<file path="src/hw/rtl/dpsm_pkg.sv">
`default_nettype none

package dpsm_pkg;

  // Field widths
  localparam int unsigned PressW = 13;
  localparam int unsigned ThrW   = 12;
  localparam int unsigned CntW   = 8;
  localparam int unsigned CfgW   = 12;
  localparam int unsigned AddrW  = 3;

  // Stream word widths
  localparam int unsigned InDataW  = 32;
  localparam int unsigned OutDataW = 16;

  // Upper range bound, 200.0 mmHg in tenths
  localparam logic [ThrW-1:0] RangeMax = 12'd2000;

  // Configuration register indexes
  typedef enum logic [AddrW-1:0] {
    RegMaxPressure   = 3'd0,
    RegWarnThreshold = 3'd1,
    RegCheckInterval = 3'd2,
    RegSafetyEnable  = 3'd3,
    RegInvalidLimit  = 3'd4,
    RegErrorLimit    = 3'd5
  } cfg_reg_e;

  // Configuration set seen by the datapath
  typedef struct packed {
    logic [ThrW-1:0] max_pressure;
    logic [ThrW-1:0] warning_threshold;
    logic [CntW-1:0] check_interval;
    logic            safety_enable;
    logic [CntW-1:0] invalid_sample_limit;
    logic [CntW-1:0] safety_error_limit;
  } cfg_t;

  // One input sample
  typedef struct packed {
    logic              hardware_ready;
    logic              sensor_fault;
    logic [PressW-1:0] tank_pressure;
    logic [PressW-1:0] line_pressure;
  } item_t;

  // One result word
  typedef struct packed {
    logic stop_request;
    logic emergency_stop;
    logic not_ready_warning;
    logic range_warning;
    logic tank_warning;
    logic tank_alarm;
    logic line_warning;
    logic line_alarm;
    logic check_done;
    logic sample_valid;
  } res_t;

  // Saturating increment of an 8 bit counter
  function automatic logic [CntW-1:0] sat_inc(input logic [CntW-1:0] c);
    sat_inc = (c == {CntW{1'b1}}) ? c : c + 1'b1;
  endfunction

endpackage

`default_nettype wire

</file>
<file path="src/hw/rtl/dpsm_cfg_regs.sv">
`default_nettype none

module dpsm_cfg_regs
  import dpsm_pkg::*;
(
  input  wire logic             clk_i,
  input  wire logic             rst_ni,
  input  wire logic             cfg_we_i,
  input  wire logic [AddrW-1:0] cfg_addr_i,
  input  wire logic [CfgW-1:0]  cfg_wdata_i,
  output cfg_t                  cfg_o
);

  cfg_t cfg_q, cfg_d;

  // Decode the write into the addressed register
  always_comb begin
    cfg_d = cfg_q;
    if (cfg_we_i) begin
      unique case (cfg_addr_i)
        RegMaxPressure:   cfg_d.max_pressure         = cfg_wdata_i[ThrW-1:0];
        RegWarnThreshold: cfg_d.warning_threshold    = cfg_wdata_i[ThrW-1:0];
        RegCheckInterval: cfg_d.check_interval       = cfg_wdata_i[CntW-1:0];
        RegSafetyEnable:  cfg_d.safety_enable        = cfg_wdata_i[0];
        RegInvalidLimit:  cfg_d.invalid_sample_limit = cfg_wdata_i[CntW-1:0];
        RegErrorLimit:    cfg_d.safety_error_limit   = cfg_wdata_i[CntW-1:0];
        default:          cfg_d = cfg_q;
      endcase
    end
  end

  always_ff @(posedge clk_i or negedge rst_ni) begin
    if (!rst_ni) begin
      cfg_q.max_pressure         <= 12'd1000;
      cfg_q.warning_threshold    <= 12'd800;
      cfg_q.check_interval       <= 8'd1;
      cfg_q.safety_enable        <= 1'b1;
      cfg_q.invalid_sample_limit <= 8'd10;
      cfg_q.safety_error_limit   <= 8'd3;
    end else begin
      cfg_q <= cfg_d;
    end
  end

  assign cfg_o = cfg_q;

endmodule

`default_nettype wire

</file>
<file path="src/hw/rtl/dpsm_check.sv">
`default_nettype none

module dpsm_check
  import dpsm_pkg::*;
(
  input  wire logic  clk_i,
  input  wire logic  rst_ni,
  input  wire logic  step_i,
  input  wire item_t item_i,
  input  wire cfg_t  cfg_i,
  output res_t       res_o
);

  logic [CntW-1:0] interval_q, interval_d;
  logic [CntW-1:0] err_q, err_d;
  logic [CntW-1:0] inv_q, inv_d;

  logic            valid;
  logic            check;
  logic [CntW-1:0] interval_inc;
  logic [CntW-1:0] inv_inc;
  logic [CntW-1:0] err_rng;
  logic [ThrW-1:0] line_mag;
  logic [ThrW-1:0] tank_mag;

  // Evaluate one sample against the current counters
  always_comb begin
    valid    = !item_i.sensor_fault && !item_i.line_pressure[PressW-1]
               && !item_i.tank_pressure[PressW-1];
    line_mag = item_i.line_pressure[ThrW-1:0];
    tank_mag = item_i.tank_pressure[ThrW-1:0];

    interval_inc = sat_inc(interval_q);
    inv_inc      = sat_inc(inv_q);
    check        = valid && cfg_i.safety_enable
                   && (interval_inc >= cfg_i.check_interval);

    interval_d = interval_q;
    err_d      = err_q;
    inv_d      = valid ? '0 : inv_inc;
    res_o      = '0;

    res_o.sample_valid = valid;
    res_o.stop_request = !valid && (inv_inc >= cfg_i.invalid_sample_limit);

    if (valid && cfg_i.safety_enable) begin
      interval_d = check ? '0 : interval_inc;
    end

    if (check) begin
      res_o.check_done        = 1'b1;
      res_o.line_alarm        = line_mag > cfg_i.max_pressure;
      res_o.line_warning      = !res_o.line_alarm && (line_mag > cfg_i.warning_threshold);
      res_o.tank_alarm        = tank_mag > cfg_i.max_pressure;
      res_o.tank_warning      = !res_o.tank_alarm && (tank_mag > cfg_i.warning_threshold);
      res_o.range_warning     = (line_mag > RangeMax) || (tank_mag > RangeMax);
      res_o.not_ready_warning = !item_i.hardware_ready;
      err_rng                 = res_o.range_warning ? sat_inc(err_q) : '0;
      err_d                   = res_o.not_ready_warning ? sat_inc(err_rng) : err_rng;
      res_o.emergency_stop    = err_d >= cfg_i.safety_error_limit;
    end else begin
      err_rng = err_q;
    end
  end

  // Advance the counters once per processed word
  always_ff @(posedge clk_i or negedge rst_ni) begin
    if (!rst_ni) begin
      interval_q <= '0;
      err_q      <= '0;
      inv_q      <= '0;
    end else if (step_i) begin
      interval_q <= interval_d;
      err_q      <= err_d;
      inv_q      <= inv_d;
    end
  end

`ifndef SYNTHESIS
  a_valid_clears_run: assert property (@(posedge clk_i) disable iff (!rst_ni)
    step_i && res_o.sample_valid |=> inv_q == '0)
    else $error("invalid run not cleared by valid sample");

  a_invalid_holds_interval: assert property (@(posedge clk_i) disable iff (!rst_ni)
    step_i && !res_o.sample_valid |=> $stable(interval_q))
    else $error("interval count moved on invalid sample");

  a_check_restarts_interval: assert property (@(posedge clk_i) disable iff (!rst_ni)
    step_i && res_o.check_done |=> interval_q == '0)
    else $error("interval count not restarted after check");

  a_estop_needs_check: assert property (@(posedge clk_i) disable iff (!rst_ni)
    res_o.emergency_stop |-> res_o.check_done && res_o.sample_valid)
    else $error("emergency stop without a check");
`endif

endmodule

`default_nettype wire

</file>
<file path="src/hw/rtl/dual_pressure_safety_monitor_unit.sv">
`default_nettype none

// Dual pressure safety monitor. Each input word carries two signed pressure
// readings in tenths of mmHg plus a sensor fault flag and a hardware ready
// flag; each accepted word yields exactly one result word with the validity,
// check, alarm, warning and stop flags. Words pass through an input register
// and a result register with one level of logic in between, so the block
// takes one word per cycle while the result stream does not stall. Write the
// configuration registers only while no word is in flight.
module dual_pressure_safety_monitor_unit
  import dpsm_pkg::*;
(
  input  wire logic                clk_i,
  input  wire logic                rst_ni,
  // Sample stream
  input  wire logic                s_axis_tvalid_i,
  output logic                     s_axis_tready_o,
  // [12:0] line_pressure, [25:13] tank_pressure, [26] sensor_fault,
  // [27] hardware_ready, [31:28] zero
  input  wire logic [InDataW-1:0]  s_axis_tdata_i,
  // Result stream
  output logic                     m_axis_tvalid_o,
  input  wire logic                m_axis_tready_i,
  // [0] sample_valid, [1] check_done, [2] line_alarm, [3] line_warning,
  // [4] tank_alarm, [5] tank_warning, [6] range_warning,
  // [7] not_ready_warning, [8] emergency_stop, [9] stop_request, [15:10] zero
  output logic [OutDataW-1:0]      m_axis_tdata_o,
  // Configuration write port
  input  wire logic                cfg_we_i,
  input  wire logic [AddrW-1:0]    cfg_addr_i,
  input  wire logic [CfgW-1:0]     cfg_wdata_i
);

  cfg_t  cfg;
  item_t item_q;
  logic  in_vld_q;
  res_t  res, res_q;
  logic  out_vld_q;
  logic  step;
  logic  take;

  dpsm_cfg_regs u_cfg (
    .clk_i       (clk_i),
    .rst_ni      (rst_ni),
    .cfg_we_i    (cfg_we_i),
    .cfg_addr_i  (cfg_addr_i),
    .cfg_wdata_i (cfg_wdata_i),
    .cfg_o       (cfg)
  );

  // Move a word forward when the result slot is free or being drained
  assign step            = in_vld_q && (!out_vld_q || m_axis_tready_i);
  assign s_axis_tready_o = !in_vld_q || step;
  assign take            = s_axis_tvalid_i && s_axis_tready_o;

  dpsm_check u_check (
    .clk_i  (clk_i),
    .rst_ni (rst_ni),
    .step_i (step),
    .item_i (item_q),
    .cfg_i  (cfg),
    .res_o  (res)
  );

  // Input register
  always_ff @(posedge clk_i or negedge rst_ni) begin
    if (!rst_ni) begin
      in_vld_q <= 1'b0;
    end else if (s_axis_tready_o) begin
      in_vld_q <= s_axis_tvalid_i;
    end
  end

  always_ff @(posedge clk_i) begin
    if (take) begin
      item_q.line_pressure  <= s_axis_tdata_i[12:0];
      item_q.tank_pressure  <= s_axis_tdata_i[25:13];
      item_q.sensor_fault   <= s_axis_tdata_i[26];
      item_q.hardware_ready <= s_axis_tdata_i[27];
    end
  end

  // Result register
  always_ff @(posedge clk_i or negedge rst_ni) begin
    if (!rst_ni) begin
      out_vld_q <= 1'b0;
    end else if (step) begin
      out_vld_q <= 1'b1;
    end else if (m_axis_tready_i) begin
      out_vld_q <= 1'b0;
    end
  end

  always_ff @(posedge clk_i) begin
    if (step) begin
      res_q <= res;
    end
  end

  assign m_axis_tvalid_o = out_vld_q;
  assign m_axis_tdata_o  = {{(OutDataW - $bits(res_t)){1'b0}}, res_q};

endmodule

`default_nettype wire
</file>
<file path="config.mk">
export PLATFORM = sky130hd
export DESIGN_NAME = dual_pressure_safety_monitor_unit
export DESIGN_NICKNAME = d
export VERILOG_FILES = /design/src/hw/rtl/dpsm_pkg.sv /design/src/hw/rtl/dpsm_cfg_regs.sv /design/src/hw/rtl/dpsm_check.sv /design/src/hw/rtl/dual_pressure_safety_monitor_unit.sv
export SDC_FILE = /design/constraint.sdc
export NUM_CORES = 1
export LEC_CHECK = 0
export ABC_AREA = 1
export BUFFER_PORTS_ARGS = -buffer_cell sky130_fd_sc_hd__buf_2
export CORE_UTILIZATION = 50
export CTS_CLUSTER_SIZE = 12
export DETAILED_ROUTE_END_ITERATION = 12
export PLACE_DENSITY = 0.72
export SYNTH_ARGS = -nofsm -noshare
export SYNTH_HDL_FRONTEND = slang
export SYNTH_HIERARCHICAL = 1
export SYNTH_SLANG_ARGS = --single-unit
</file>
<file path="constraint.sdc">
create_clock -name clk_i -period 2.8 [get_ports clk_i]
set_input_delay 0.42 -clock clk_i [delete_from_list [all_inputs] [get_ports clk_i]]
set_output_delay 0.42 -clock clk_i [all_outputs]
set_load 0.05 [all_outputs]
</file>
# [Yosys cells after proc, flatten, opt, wreduce, memory -nomap -nowiden]
# Index checks and enable logic that the tools add are counted.
[totals] register_bits=113
[op_classes] addsub=4 n_lt_le_gt_ge=9 eq_ne=9 mux=11 n_reduce_logical=31
[op_table] operator="2-to-1 mux 8 bit" n=8
[op_table] operator="> comparator 12 bit" n=4
[op_table] operator="adder 8 x 1 -> 8 bit, second input constant" n=4
[op_table] operator="== test 8 bit, second input constant" n=4
[op_table] operator=">= comparator 8 bit" n=3
[op_table] operator="> comparator 12 x 11 -> 1 bit, second input constant" n=2
[op_table] operator="AND reduction 2 bit" n=8
[op_table] operator="logical AND 1 bit" n=9
[op_table] operator="zero test 1 bit" n=9
[op_table] operator="== test 3 x 2 -> 1 bit, second input constant" n=2
[op_table] operator="== test 3 bit, second input constant" n=2
[op_table] operator="== test 3 x 1 -> 1 bit, second input constant" n=1
[op_table] operator="zero test 3 bit" n=1
[op_table] operator="logical OR 1 bit" n=3
[op_table] operator="2-to-1 mux 1 bit" n=3
[op_table] operator="nonzero test 2 bit" n=1

# [Logic depth before layout (Yosys ltp)]
[logic_depth] depth_word=7 mapped_depth=25 depth_no_buf=24

# [By module]
# The synthesis kept the hierarchy.
[by_module_without_submodules] mod="dpsm_check" n_inst=1 cells_per_inst=568 area_per_inst_um2=3791.1 seq_area_each_um2=600.6
[by_module_without_submodules] mod="dpsm_cfg_regs" n_inst=1 cells_per_inst=223 area_per_inst_um2=1971.9 seq_area_each_um2=1244.9
[by_module_without_submodules] mod="dual_pressure_safety_monitor_unit" n_inst=1 cells_per_inst=57 area_per_inst_um2=1285.0 seq_area_each_um2=1191.1

# [Worst setup path after synthesis]
# OpenSTA, ideal clock, no wires.
[synth_timing] path_kind="reg-to-reg" startpoint="register item_q[24] in the netlist's numbering" endpoint="register res_q (netlist bit m_axis_tdata_o[8]), data pin" setup_time_ps=270 arrival_time_ps=2737 slack_ps=-208 path_stages_with_launch=25 path_buffers=1 path_cell_list="edfxtp_1 -> inv_1 -> nand2_1 -> nor2_1 -> nand2_1 -> nand2_1 -> nand2_1 -> nand2_2 -> buf_6 -> inv_1 -> nor2_1 -> ha_1 -> inv_1 -> nor2_4 -> nand3_4 -> nor2_4 -> nand2_4 -> nand2_4 -> nand2_2 -> and2_1 -> ha_1 -> a21oi_1 -> o21ai_0 -> nand2_1 -> a31oi_1"
[synth_via] elab_chain_len=7 elab_cells_between_ends=8
[synth_lines] item="start, declared" line_no="dual_pressure_safety_monitor_unit.sv:35" source="item_t item_q;"
[synth_lines] item="> comparator 12 x 11 -> 1 bit (*)" line_no="dpsm_check.sv:56" source="res_o.range_warning = (line_mag > RangeMax) || (tank_mag > RangeMax);"
[synth_lines] item="logical OR 1 bit (*)" line_no="dpsm_check.sv:56"
[synth_lines] item="2-to-1 mux 8 bit (*)" line_no="dpsm_check.sv:58" source="err_rng = res_o.range_warning ? sat_inc(err_q) : '0;"
[synth_lines] item="adder 8 x 1 -> 8 bit / == test 8 bit (equally long branches)" line_no="dpsm_pkg.sv:63" source="sat_inc = (c == {CntW{1'b1}}) ? c : c + 1'b1;"
[synth_lines] item="2-to-1 mux 8 bit" line_no="dpsm_pkg.sv:63"
[synth_lines] item="2-to-1 mux 8 bit (*)" line_no="dpsm_check.sv:59" source="err_d = res_o.not_ready_warning ? sat_inc(err_rng) : err_rng;"
[synth_lines] item=">= comparator 8 bit (*)" line_no="dpsm_check.sv:60" source="res_o.emergency_stop = err_d >= cfg_i.safety_error_limit;"
[synth_lines] item="end signal, assigned" line_no="dual_pressure_safety_monitor_unit.sv:96" source="res_q <= res;"
[synth_lines] item="end, declared" line_no="dual_pressure_safety_monitor_unit.sv:37" source="res_t res, res_q;"
# Mark *: on every way between the ends. The rest lies on a longest branch, timed or not.
# A chain may end at the register's enable or synchronous reset.

# [Worst setup path in the final report]
[layout_timing] startpoint="register u_check.err_q[0]" endpoint="register res_q (netlist bit m_axis_tdata_o[8]), data pin"
[layout_via] elab_chain_len=7 elab_cells_between_ends=9
[layout_lines] item="start, declared" line_no="dpsm_check.sv:15" source="logic [CntW-1:0] err_q, err_d;"
[layout_lines] item="start signal, assigned" line_no="dpsm_check.sv:74" source="err_q <= err_d;"
[layout_lines] item="adder 8 x 1 -> 8 bit / == test 8 bit (equally long branches)" line_no="dpsm_pkg.sv:63"
[layout_lines] item="2-to-1 mux 8 bit (*)" line_no="dpsm_pkg.sv:63"
[layout_lines] item="2-to-1 mux 8 bit (*)" line_no="dpsm_check.sv:58"
[layout_lines] item="adder 8 x 1 -> 8 bit / == test 8 bit (equally long branches)" line_no="dpsm_pkg.sv:63"
[layout_lines] item="2-to-1 mux 8 bit" line_no="dpsm_pkg.sv:63"
[layout_lines] item="2-to-1 mux 8 bit (*)" line_no="dpsm_check.sv:59"
[layout_lines] item=">= comparator 8 bit (*)" line_no="dpsm_check.sv:60"
# Marked as above.

==> results.md <==
- Pins over their slew limit: 0
- Post-cts hold buffer count: 0
- Die Wd: 121 um
- Syn avg cell area: 8.31 um^2
- Hold WS: 0.0282 ns
- Vias/cell: 5.20
- Yosys reg bits: 113
- First-pass GRT wire length: 27.7 mm
- Post-DP HPWL: 12.3 mm
- Gr ovfl total: 0
- Worst Path Max Fanout: 4
- Row cnt: 43
- DR DRC count: 0
- Routed WL: 17.0 mm
- Buffers added on ports: 59
- R2R cell count: 19
- Worst relative slew slack: 57.1%
- Maximum clock frequency: 0.343 GHz
- Layout Nets: 1116
- Critical path required time: 2.96 ns
- Setup_tns: -0.117 ns
- DRT Pass-1 Iters: 6
- Final worst setup slack: -0.117 ns
- VDD IR max: 458 uV
- HP Class: in -> async
- Layout area overhead: 25.5%
- I/O Pins: 70
- Tot Pwr: 6300 uW
- Pin count of the biggest net entering global routing: 29
- Cells after Synth: 848
- DR vias: 6141
- Worst Path Arrival: 3.08 ns
- CTS root buffer: clkbuf_16
- Layout cell share with drive strength beyond 1: 25.6%
- # clock sinks: 113
- Status: finished with violations
- Min cycle time layout: 2.92 ns
- ANT nets after route: 0
- Final Util: 64.0%
- TritonCTS clock tree: built
- Initial antenna violation count: 0
- Setup CP Type: reg -> reg
- Post-synth top cells: 248 x nand2_1, 118 x inv_1, 86 x nand3_1
- Worst-margin pin slew: 0.644 ns
- Pleak: 0.00449 uW
- Clock Skews: 0.00879 ns
- Synth warn: 6
- Hold Fails Final Rpt: 0
- Tcrit/Tclk final: 104%
- WL/cell: 14.4 um
- Die area: 14600 um^2
- Clock Pin Slew Worst Setup and Hold Paths: 0.06 ns
- Fin area: 8850 um^2
- Final setup fails: 1
- Worst Setup Start Kind: flop
- Yosys top cell by area: dfrtp_1
- GR Util All Layers: 24.7%
- Fill count: 1157
- Distinct cells, synth: 42
- Ant diodes: 0
- Sequential fraction of the synthesis area: 43.1%
- Share of the synthesized area in the top cell type: 21.3%
- Post-synth ARST share: 66.4%
- Setup slack, reg-to-reg: -0.12 ns
- CTS buffer count: 17
- Reg-to-reg startpoint: u_check/err_q[0]
- Starting Density: 51.0%
- Unrepaired setup endpoints after global routing: true
- Area contributors post-synth: dfrtp_1 21%, edfxtp_1 16%, ha_1 13%, nand2_1 13%, inv_1 6.3%
- Dpl cell area: 7950 um^2
- GP Congestion: 0.876
- Clock Latency Late Sink: 0.42 ns
- Number of global-route vias before repair: 5903
- Multi-input gate area: 3650 um^2
- Drt initial violations: 407
- Number of flops mapped to enable cells by yosys: 38
- R2r endpoint: m_axis_tdata_o[8]
- Pwr dens: 712 nW/um^2
- Synthesized cell area: 7050 um^2
- Htree depth: 4
- Top-count cell post-synth: nand2_1
- Placeable Area: 13800 um^2
- CTS Buffer Depth: 2
- Number of maximum-capacitance violations: 0
- Failing checks: negative setup slack
- Worst setup EP type: flop
- Sequential Area: 3040 um^2
- Post-synth top flop: dfrtp_1
- Die Y: 121 um
## state kept, by name, summed over array words and instances, names as in the netlist
name	flops
item_q	28
u_cfg/cfg_o	49
u_check/err_q	8
u_check/inv_q	8
in_vld_q	1
u_check/interval_q	8
m_axis_tdata_o	10
m_axis_tvalid_o	1
## cell usage in the layout, fill, tap and decap left out, types with 4 or more instances in the layout
master	instances
conb_1	6
xor2_1	11
nor3_1	7
nand2_2	14
a21oi_1	29
nand4_1	17
a21oi_2	4
ha_4	6
inv_4	4
o22ai_1	5
dfstp_2	15
buf_2	59
clkbuf_16	20
o21a_1	4
edfxtp_1	38
inv_1	110
o211ai_1	5
o21ai_0	20
clkinv_2	5
nor2_4	8
nand2_4	6
buf_4	74
nand3_1	83
nand2_1	236
inv_2	8
dfrtp_1	60
nor2_2	7
nand3_2	7
nor2_1	30
ha_1	68
## metrics by stage
stage | std cells | setup WS, ns
2_1_floorplan | 853 | -0.173
3_3_place_gp | 1133 | -0.165
3_5_place_dp | 1133 | -0.272
4_1_cts | 1171 | -0.110
5_1_grt | 1181 | -0.336
6_report | 1181 | -0.117
## layer usage
layer / routed length (um) / track usage [%] / part of all wire (%) / up-vias
li1: - / - / - / 3062
met1: 7570 / 32.7 / 45 / 2866
met2: 8180 / 40.0 / 48 / 185
met3: 950 / 5.90 / 5.6 / 28
met4: 274 / 7.79 / 1.6 / 0
met5: 0 / 0 / 0 / -
## critical path: stages (launching register included)
cell     delay, ns
dfrtp_1       0.35
ha_2          0.19
nand2_2       0.07
nor2_4        0.14
nand2_4       0.08
nand2_1       0.08
nand2_2       0.08
nor2_4        0.14
ha_4          0.14
inv_2         0.04
nor2_4        0.13
nand3_4       0.09
nor2_4        0.13
buf_6         0.11
nand3_1       0.08
nand3_2       0.11
ha_1          0.27
a21oi_1       0.17
o21a_1        0.17
a31oi_1       0.09
## logic make-up after synthesis
group                      share of synthesized area, %
buffers and inverters                              8.27
adders and majority gates                          13.5
and+or+nand+nor                                    27.5
AOI/OAI and AO/OA                                  5.98
other                                            0.0532
xor gates and xnor gates                           1.62
DFF                                                43.1
## cell type report
cell class                      instances  share of cell area [%]
Clock buffer                           21                    5.70
Timing Repair Buffer                  136                    10.1
Clock inverter                         11                   0.806
Tap cell                              180                    2.55
Multi-Input combinational cell        598                    41.3
Sequential cell                       113                    34.3
Inverter                              122                    5.23
## how the worst max path moves through the flow
stage | startpoint | endpoint | slack [ns] | depth (start not counted)
floorplan | u_check/err_q[0] | m_axis_tdata_o[8] | -0.17 | 23
global placement | item_q[24] | m_axis_tdata_o[8] | -0.17 | 23
detailed placement | item_q[24] | m_axis_tdata_o[8] | -0.27 | 23
CTS | item_q[24] | m_axis_tdata_o[8] | -0.11 | 22
global route | u_check/err_q[0] | m_axis_tdata_o[8] | -0.34 | 21
finish | u_check/err_q[0] | m_axis_tdata_o[8] | -0.12 | 19
## where the power goes
part	switching (uW)	internal, uW
registers	182	2020
clock network	776	1280
logic	1210	824
## what timing repair did
| item | 4_1_cts | 5_1_grt |
|---|---|---|
| resized for setup | 19 | 34 |
| setup endpoints to repair | 1 | 25 |
| endpoints found under the hold margin | 0 | 0 |
| setup buffers | 6 | 10 |
| pin swaps | 16 | 25 |
(Power assumes the default switching activity.)
